## src/sv/brfr_pkg.sv

```systemverilog
// Shared types, constants and codes of the brace frame receiver ring.
package brfr_pkg;

    localparam int RING_BUFFERS = 4;
    localparam int FRAME_BYTES  = 64;

    localparam int PTR_W    = (RING_BUFFERS > 1) ? $clog2(RING_BUFFERS) : 1;
    localparam int POS_W    = $clog2(FRAME_BYTES);
    localparam int CNT_W    = $clog2(FRAME_BYTES + 1);
    localparam int MEM_AW   = PTR_W + POS_W;
    localparam int RELOAD_W = 24;
    localparam int CMP_W    = 9;

    localparam logic [RELOAD_W-1:0] RELOAD_RESET = 24'd100000;
    localparam logic [7:0] OPEN_BRACE  = 8'h7B;
    localparam logic [7:0] CLOSE_BRACE = 8'h7D;

    localparam int S_TDATA_W = 16;
    localparam int M_TDATA_W = 24;
    localparam int APB_AW    = 3;

    localparam logic REG_TIMEOUT_RELOAD = 1'b0;

    typedef enum logic [2:0] {
        OP_BYTE    = 3'd0,
        OP_TICK    = 3'd1,
        OP_FETCH   = 3'd2,
        OP_READ    = 3'd3,
        OP_RELEASE = 3'd4
    } op_t;

    typedef enum logic [2:0] {
        ST_OK        = 3'd0,
        ST_BUSY      = 3'd1,
        ST_RING_FULL = 3'd2,
        ST_TIMEOUT   = 3'd3,
        ST_EXTRA_REL = 3'd4,
        ST_OVERFLOW  = 3'd5,
        ST_NO_FRAME  = 3'd6
    } status_t;

    typedef enum logic [1:0] {
        BUF_EMPTY      = 2'd0,
        BUF_RECEIVING  = 2'd1,
        BUF_FULL       = 2'd2,
        BUF_IN_PROCESS = 2'd3
    } buf_state_t;

    typedef enum logic {
        CS_IDLE = 1'b0,
        CS_EXEC = 1'b1
    } ctrl_state_t;

    typedef struct packed {
        logic load;
        logic commit;
    } cmd_t;

    typedef struct packed {
        logic out_free;
    } stat_t;

    function automatic logic [PTR_W-1:0] ring_next(input logic [PTR_W-1:0] p);
        logic [PTR_W-1:0] q;
        if (p == PTR_W'(RING_BUFFERS - 1)) begin
            q = '0;
        end else begin
            q = p + 1'b1;
        end
        return q;
    endfunction

endpackage

```

## src/sv/brfr_ctrl.sv

```systemverilog
// Controller state machine that sequences word intake and result commit.
module brfr_ctrl (
    input  logic           aclk,
    input  logic           aresetn,
    input  logic           s_tvalid,
    output logic           s_tready,
    input  brfr_pkg::stat_t stat,
    output brfr_pkg::cmd_t  cmd
);

    brfr_pkg::ctrl_state_t state_reg, state_next;

    always_ff @(posedge aclk) begin
        if (!aresetn) begin
            state_reg <= brfr_pkg::CS_IDLE;
        end else begin
            state_reg <= state_next;
        end
    end

    always_comb begin
        state_next = state_reg;
        unique case (state_reg)
            brfr_pkg::CS_IDLE: begin
                if (s_tvalid) begin
                    state_next = brfr_pkg::CS_EXEC;
                end
            end
            brfr_pkg::CS_EXEC: begin
                if (stat.out_free) begin
                    state_next = brfr_pkg::CS_IDLE;
                end
            end
            default: state_next = brfr_pkg::CS_IDLE;
        endcase
    end

    always_comb begin
        s_tready   = 1'b0;
        cmd.load   = 1'b0;
        cmd.commit = 1'b0;
        unique case (state_reg)
            brfr_pkg::CS_IDLE: begin
                s_tready = 1'b1;
                cmd.load = s_tvalid;
            end
            brfr_pkg::CS_EXEC: begin
                cmd.commit = stat.out_free;
            end
            default: begin
                s_tready = 1'b0;
            end
        endcase
    end

endmodule

```

## src/sv/brfr_dp.sv

```systemverilog
// Datapath with frame store, per-buffer state, ring pointers and output register.
module brfr_dp (
    input  logic                           aclk,
    input  logic                           aresetn,
    input  brfr_pkg::cmd_t                  cmd,
    output brfr_pkg::stat_t                 stat,
    input  logic [2:0]                     s_opcode,
    input  logic [7:0]                     s_rx_byte,
    input  logic [5:0]                     s_byte_pos,
    input  logic [brfr_pkg::RELOAD_W-1:0]  timeout_reload,
    output logic                           m_tvalid,
    input  logic                           m_tready,
    output logic [brfr_pkg::M_TDATA_W-1:0] m_tdata
);

    localparam int RB = brfr_pkg::RING_BUFFERS;

    logic [7:0] frame_mem [2**brfr_pkg::MEM_AW];
    logic [7:0] rd_data_reg;

    brfr_pkg::buf_state_t              bstate_reg [RB];
    logic [brfr_pkg::CNT_W-1:0]        bcount_reg [RB];
    logic [brfr_pkg::RELOAD_W-1:0]     cdown_reg  [RB];
    logic [brfr_pkg::PTR_W-1:0]        wptr_reg, wptr_next;
    logic [brfr_pkg::PTR_W-1:0]        rptr_reg, rptr_next;

    logic [2:0]                        op_reg;
    logic [7:0]                        ch_reg;
    logic [5:0]                        pos_reg;

    logic                              m_tvalid_reg;
    logic [brfr_pkg::M_TDATA_W-1:0]    m_tdata_reg, m_tdata_next;

    logic [brfr_pkg::PTR_W-1:0]        sel;
    brfr_pkg::buf_state_t              st_cur, st_next;
    logic [brfr_pkg::CNT_W-1:0]        cnt_cur, cnt_next, cnt_base;
    logic [brfr_pkg::RELOAD_W-1:0]     cd_cur, cd_next;
    logic                              mem_we;
    logic [brfr_pkg::MEM_AW-1:0]       mem_waddr;
    logic [brfr_pkg::PTR_W-1:0]        nxt_ptr;
    logic [2:0]                        status;
    logic                              ready;
    logic [6:0]                        length;
    logic [7:0]                        data;

    assign stat.out_free = !m_tvalid_reg || m_tready;
    assign m_tvalid = m_tvalid_reg;
    assign m_tdata  = m_tdata_reg;

    always_ff @(posedge aclk) begin
        if (cmd.load) begin
            op_reg      <= s_opcode;
            ch_reg      <= s_rx_byte;
            pos_reg     <= s_byte_pos;
            rd_data_reg <= frame_mem[{rptr_reg, brfr_pkg::POS_W'(s_byte_pos)}];
        end
        if (mem_we) begin
            frame_mem[mem_waddr] <= ch_reg;
        end
    end

    always_comb begin
        if (op_reg == brfr_pkg::OP_BYTE || op_reg == brfr_pkg::OP_TICK) begin
            sel = wptr_reg;
        end else begin
            sel = rptr_reg;
        end
        st_cur  = bstate_reg[sel];
        cnt_cur = bcount_reg[sel];
        cd_cur  = cdown_reg[sel];
        nxt_ptr = brfr_pkg::ring_next(sel);
    end

    always_comb begin
        st_next   = st_cur;
        cnt_next  = cnt_cur;
        cd_next   = cd_cur;
        wptr_next = wptr_reg;
        rptr_next = rptr_reg;
        mem_we    = 1'b0;
        mem_waddr = {sel, brfr_pkg::POS_W'(0)};
        cnt_base  = cnt_cur;
        status    = brfr_pkg::ST_OK;
        ready     = 1'b0;
        length    = '0;
        data      = '0;
        unique case (op_reg)
            brfr_pkg::OP_BYTE: begin
                cd_next = timeout_reload;
                unique case (st_cur)
                    brfr_pkg::BUF_EMPTY: begin
                        if (ch_reg == brfr_pkg::OPEN_BRACE) begin
                            mem_we   = 1'b1;
                            cnt_next = brfr_pkg::CNT_W'(1);
                            st_next  = brfr_pkg::BUF_RECEIVING;
                        end
                    end
                    brfr_pkg::BUF_IN_PROCESS: status = brfr_pkg::ST_BUSY;
                    brfr_pkg::BUF_FULL:       status = brfr_pkg::ST_RING_FULL;
                    default: begin
                        if (ch_reg == brfr_pkg::OPEN_BRACE) begin
                            cnt_base = '0;
                        end
                        cnt_next = cnt_base;
                        if (cnt_base >= brfr_pkg::CNT_W'(brfr_pkg::FRAME_BYTES)) begin
                            status = brfr_pkg::ST_OVERFLOW;
                        end else begin
                            mem_we    = 1'b1;
                            mem_waddr = {sel, brfr_pkg::POS_W'(cnt_base)};
                            cnt_next  = cnt_base + 1'b1;
                            if (ch_reg == brfr_pkg::CLOSE_BRACE) begin
                                st_next = brfr_pkg::BUF_FULL;
                                if (nxt_ptr == rptr_reg) begin
                                    status = brfr_pkg::ST_RING_FULL;
                                end else begin
                                    wptr_next = nxt_ptr;
                                end
                            end
                        end
                    end
                endcase
            end
            brfr_pkg::OP_TICK: begin
                if (st_cur == brfr_pkg::BUF_RECEIVING) begin
                    if (cd_cur == '0) begin
                        st_next  = brfr_pkg::BUF_EMPTY;
                        cnt_next = '0;
                        cd_next  = timeout_reload;
                        status   = brfr_pkg::ST_TIMEOUT;
                    end else begin
                        cd_next = cd_cur - 1'b1;
                    end
                end
            end
            brfr_pkg::OP_FETCH: begin
                if (st_cur == brfr_pkg::BUF_FULL) begin
                    st_next = brfr_pkg::BUF_IN_PROCESS;
                    ready   = 1'b1;
                    length  = 7'(cnt_cur);
                end else begin
                    status = brfr_pkg::ST_NO_FRAME;
                end
            end
            brfr_pkg::OP_READ: begin
                length = 7'(cnt_cur);
                if (brfr_pkg::CMP_W'(pos_reg) < brfr_pkg::CMP_W'(cnt_cur)) begin
                    data = rd_data_reg;
                end
            end
            brfr_pkg::OP_RELEASE: begin
                st_next  = brfr_pkg::BUF_EMPTY;
                cnt_next = '0;
                cd_next  = timeout_reload;
                if (wptr_reg == rptr_reg) begin
                    status = brfr_pkg::ST_EXTRA_REL;
                end else begin
                    rptr_next = nxt_ptr;
                end
            end
            default: begin
                status = brfr_pkg::ST_OK;
            end
        endcase
        mem_we = mem_we && cmd.commit;
        m_tdata_next = {5'd0, data, length, ready, status};
    end

    always_ff @(posedge aclk) begin
        if (!aresetn) begin
            for (int i = 0; i < RB; i++) begin
                bstate_reg[i] <= brfr_pkg::BUF_EMPTY;
                bcount_reg[i] <= '0;
                cdown_reg[i]  <= brfr_pkg::RELOAD_RESET;
            end
            wptr_reg     <= '0;
            rptr_reg     <= '0;
            m_tvalid_reg <= 1'b0;
        end else begin
            if (cmd.commit) begin
                bstate_reg[sel] <= st_next;
                bcount_reg[sel] <= cnt_next;
                cdown_reg[sel]  <= cd_next;
                wptr_reg        <= wptr_next;
                rptr_reg        <= rptr_next;
                m_tvalid_reg    <= 1'b1;
            end else if (m_tready) begin
                m_tvalid_reg <= 1'b0;
            end
        end
    end

    always_ff @(posedge aclk) begin
        if (cmd.commit) begin
            m_tdata_reg <= m_tdata_next;
        end
    end

endmodule

```

## src/sv/brace_frame_receiver_ring_unit.sv

```systemverilog
// Top level of the brace frame receiver ring with its configuration register.
//
// Words arrive on the s_ stream: s_tuser carries the opcode (received byte,
// idle tick, fetch head, read head byte, release head) and s_tdata the byte
// and the read position. Every accepted word yields exactly one result word
// on the m_ stream with status, frame_ready, frame_length and data_byte.
// Each word is first accepted, which latches it and reads the frame store,
// and then committed, which updates the per-buffer state and loads the
// output register. A new word is accepted only once the previous one is
// committed; m_tvalid rises when the commit loads the output register.
// The output register holds a result while m_tready is low; the next word
// is still accepted and waits in the datapath until the register frees up.
// The APB port holds timeout_reload at byte address 0; write it only while
// the block is idle. Synchronous reset empties all buffers, clears both
// ring pointers and counts, reloads the countdowns with the reset value of
// timeout_reload and drops any pending result. Frame contents are not
// cleared; only bytes inside a frame's count are ever returned.
module brace_frame_receiver_ring_unit (
    input  logic                          aclk,
    input  logic                          aresetn,
    input  logic                          s_tvalid,
    output logic                          s_tready,
    // rx_byte [7:0], byte_pos [13:8], zero padding [15:14]
    input  logic [brfr_pkg::S_TDATA_W-1:0] s_tdata,
    // opcode [2:0]
    input  logic [2:0]                    s_tuser,
    output logic                          m_tvalid,
    input  logic                          m_tready,
    // status [2:0], frame_ready [3], frame_length [10:4], data_byte [18:11]
    output logic [brfr_pkg::M_TDATA_W-1:0] m_tdata,
    input  logic                          psel,
    input  logic                          penable,
    input  logic                          pwrite,
    input  logic [brfr_pkg::APB_AW-1:0]    paddr,
    input  logic [31:0]                   pwdata,
    output logic [31:0]                   prdata,
    output logic                          pready
);

    logic [brfr_pkg::RELOAD_W-1:0] reload_reg;
    brfr_pkg::cmd_t                cmd;
    brfr_pkg::stat_t               stat;

    assign pready = 1'b1;

    always_ff @(posedge aclk) begin
        if (!aresetn) begin
            reload_reg <= brfr_pkg::RELOAD_RESET;
        end else if (psel && penable && pwrite && pready
                     && paddr[2] == brfr_pkg::REG_TIMEOUT_RELOAD) begin
            reload_reg <= pwdata[brfr_pkg::RELOAD_W-1:0];
        end
    end

    always_comb begin
        if (paddr[2] == brfr_pkg::REG_TIMEOUT_RELOAD) begin
            prdata = 32'(reload_reg);
        end else begin
            prdata = '0;
        end
    end

    brfr_ctrl u_ctrl (
        .aclk     (aclk),
        .aresetn  (aresetn),
        .s_tvalid (s_tvalid),
        .s_tready (s_tready),
        .stat     (stat),
        .cmd      (cmd)
    );

    brfr_dp u_dp (
        .aclk           (aclk),
        .aresetn        (aresetn),
        .cmd            (cmd),
        .stat           (stat),
        .s_opcode       (s_tuser),
        .s_rx_byte      (s_tdata[7:0]),
        .s_byte_pos     (s_tdata[13:8]),
        .timeout_reload (reload_reg),
        .m_tvalid       (m_tvalid),
        .m_tready       (m_tready),
        .m_tdata        (m_tdata)
    );

endmodule
```

## config.mk

```make
export PLATFORM = sky130hd
export DESIGN_NAME = brace_frame_receiver_ring_unit
export DESIGN_NICKNAME = d
export VERILOG_FILES = /design/src/sv/brfr_pkg.sv /design/src/sv/brfr_ctrl.sv /design/src/sv/brfr_dp.sv /design/src/sv/brace_frame_receiver_ring_unit.sv
export SDC_FILE = /design/constraint.sdc
export NUM_CORES = 2
export LEC_CHECK = 0
export BUFFER_PORTS_ARGS = -buffer_cell sky130_fd_sc_hd__buf_4
export CORE_AREA = 4 4 555 557
export DETAILED_ROUTE_END_ITERATION = 8
export DIE_AREA = 0 0 559 561
export REMOVE_ABC_BUFFERS = 1
export SLEW_MARGIN = 25
export SYNTH_ARGS = -nofsm -noshare
export SYNTH_HDL_FRONTEND = slang
export SYNTH_SLANG_ARGS = --single-unit
```

## constraint.sdc

```tcl
create_clock -name aclk -period 10.91 [get_ports aclk]
set_input_delay 0 -clock aclk [delete_from_list [all_inputs] [get_ports aclk]]
set_output_delay 0 -clock aclk [all_outputs]
set_load 0.01 [all_outputs]
```

==> impl_metrics.tcl <==
set metrics [dict create \
    required_ns 11.37 \
    sequentialPowerShare_pct 52.8 \
    num_vias 45900 \
    crit_arrival_ns 6.77 \
    final-hold-violation-count 0 \
    portBuffers 93 \
    place_hpwl_um 134600 \
    rows 202 \
    post_cts_resized 0 \
    finalWorstSetupSlack_ns 4.595 \
    nets 4782 \
    worstSkewPairLatency_ns 0.87 \
    p_sw_share_pct 21.54 \
    synth_mux_area_share_pct 17.08 \
    yosysSeqAreaShare_pct 74.43 \
    grt-ovfl-total 0 \
    synth-simple-area-share_pct 4.342 \
    ir_drop_mv 0.1680 \
    period_needed_ns 6.315 \
    intPower_mw 14.24 \
    die_h_um 561 \
    rsz0062_at_grt "no" \
    grt_max_degree 196 \
    synth.top_cell.area_share_pct 73.77 \
    setup_viol 0 \
    route.detailed.drc 0 \
    antenna_found_initial 10 \
    die_x_um 559 \
    io_pins 120 \
    synth_cell_type_count 91 \
    max-slew-margin-rel_pct 23.46 \
    ys.flop_type "edfxtp_1" \
    gp_congestion 0.8583 \
    avgSynthCellArea_um2 20.36 \
    largest_reg_flops 2048 \
    synth_compound_area_share_pct 2.466 \
    pwr-share-clk_pct 41.9 \
    setup.worst_path.end_class "flip-flop" \
    crit_fanout 40 \
    drv_cap 0 \
    p_total_mw 18.14 \
    max_freq_mhz 158.3 \
    ys_seq_elements 2254 \
    drtIter0Drc 5490 \
    cts_buffers 222 \
    power.density_mw_per_mm2 173.5 \
    areaGrowthSynthToFinish_pct 15.55 \
    synth_top_family_by_area "multiplexers" \
    finalWirelength_um 227000 \
    path_class "reg -> reg" \
    drv_slew 0 \
    worstHoldStart "aresetn" \
    core_mm2 0.3025 \
    track_usage_pct 14.10 \
    switchingPower_mw 3.909 \
    leakage_nw 31.89 \
    die-area_mm2 0.3136 \
    cts_sinks 2254 \
    tns_ns 0 \
    status "complete, no violations" \
    synthXorXnorAreaFrac_pct 0.05805 \
    yosysTopAreaCell "edfxtp_1" \
    crit_start "u_dp.rptr_reg[1]" \
    worst_pin_slew_ns 1.148 \
    reg2reg_from "u_dp.rptr_reg[1]" \
    fin_crit_sh_pct 57.88 \
    fin_skew_ns 0.07906 \
    hold_slack_ns 0.1700 \
    wl_per_cell_um 25.56 \
    nFillCells 27790 \
    vias_per_cell 5.168 \
    grt_pass1_wl_um 330000 \
    ys_warn_count 0 \
    grt_pass1_vias 45770 \
    path_clk_slew_ns 0.06 \
    syn_area_mm2 0.09053 \
    synthTopCellsByArea "edfxtp_1 74%, mux4_2 17%, nor2_1 1.5%" \
    combPwrFrac_pct 5.3 \
    ys_async_sr_fraction_pct 0 \
    first_pass_iters 6 \
    cts_tree "done" \
    dpl_worst_slack_ns 4.797 \
    synth_edf_count 2224 \
    cts_root_buffer "clkbuf_16" \
    layout-drive-gt1-share_pct 25.62 \
    drt.antenna.violating_nets 0 \
    yosysMostFrequentCell "edfxtp_1" \
    clock_path_buffers 3 \
    synth_cells 4446 \
    start_kind "flip-flop" \
    synth_commonest_cells "2,224 x edfxtp_1, 678 x mux4_2, 363 x nor2_1, 218 x nand2_1, 166 x clkbuf_1" \
    synth_fa_ha_area_share_pct 0.1658 \
    ctsHtreeMaxLevel 4 \
    hp-class "in -> reg" \
    start_util_pct 29.92 \
]
metal layers:
metal,track usage [%],vias to the layer above,wire (um)
li1,-,19000,-
met1,20.23,24580,95830
met2,21.86,1984,105800
met3,2.909,335,19470
met4,3.752,4,5902
met5,0,-,27
repair_timing:
item	CTS	global route
hold buffers	124	0
setup buffers	0	0
endpoints found under the setup margin	0	0
hold endpoints to repair	106	0
cells in the final DEF, fill, tap and decap left out, drive strengths merged, types with 10 or more instances in the layout:
cell type and count:
edfxtp 2224, mux4 678, nor2 367, clkbuf 266
nand2 219, buf 187, dlygate4sd3 124, clkinv 115
o21ai 59, nand3 53, a21oi 45, and3 37
a211oi 34, nor3 32, inv 32, dfxtp 30
nor4 29, and2 28, nor2b 27, a21boi 23
bufinv 22, a22oi 19, mux2i 16, conb 14
o211ai 14, a31oi 13, ha 12, or4 12
nand4 12, or2 11, nand2b 10
power groups by stage:
stage / clock network (mW) / logic [mW] / registers, mW
after floorplan: 0 / 0.393 / 9.86
after global placement: 0 / 0.910 / 9.76
after detailed placement: 0 / 0.928 / 9.76
after CTS: 7.75 / 0.959 / 9.58
after global routing: 8.13 / 1.01 / 9.58
final: 7.61 / 0.954 / 9.58
layout make-up:
type | count | area (um^2) | area share, %
flip-flops and latches | 2254 | 67380 | 64.42
clock buffers | 266 | 5762 | 5.508
diodes | 4 | 10.01 | 0.009569
repair buffers | 311 | 2834 | 2.709
clock inverters | 148 | 1523 | 1.456
multi-input cells | 1892 | 22010 | 21.04
inverters | 28 | 105.1 | 0.1005
well taps | 3978 | 4977 | 4.758
worst paths after layout:
check / endpoint / slack (ns) / cells past startpoint
max: u_dp.frame_mem[70][2] / 4.59 / 12
min: u_dp.wptr_reg[1] / 0.17 / 3
max reg2reg: u_dp.frame_mem[70][2] / 4.59 / 12
min reg2reg: u_dp.m_tdata[14] / 0.52 / 1
kinds of logic after synthesis:
kind of cell / count (synthesis)
adder cells (fa/ha/maj): 12
AND/OR/NAND/NOR: 856
AO/OA/AOI/OAI: 307
flip-flops: 2254
other: 2
buffers and inverters: 312
multiplexers: 697
XOR/XNOR: 6
per-stage QoR:
stage          util, %  instance area [um^2]  cells
4_1_cts          34.54                104500   8874
2_1_floorplan        -                 89370   4174
5_1_grt          34.58                104600   8879
6_report         34.58                104600   8881
3_3_place_gp     31.70                 95910   8334
3_5_place_dp     31.72                 95980   8336
worst max-delay path, stage by stage, from the launching register on:
cell and delay [ns]:
dfxtp_1 0.71, o21ai_2 0.11, buf_4 0.32, nand2_4 0.40
inv_2 0.26, buf_4 0.33, o211a_1 0.40, nor3_4 0.49
nand3_2 0.40, nor3_1 0.56, nand2_1 0.69, buf_4 0.46
nor2_1 0.69
No activity file was read; power rests on OpenSTA's default activity.
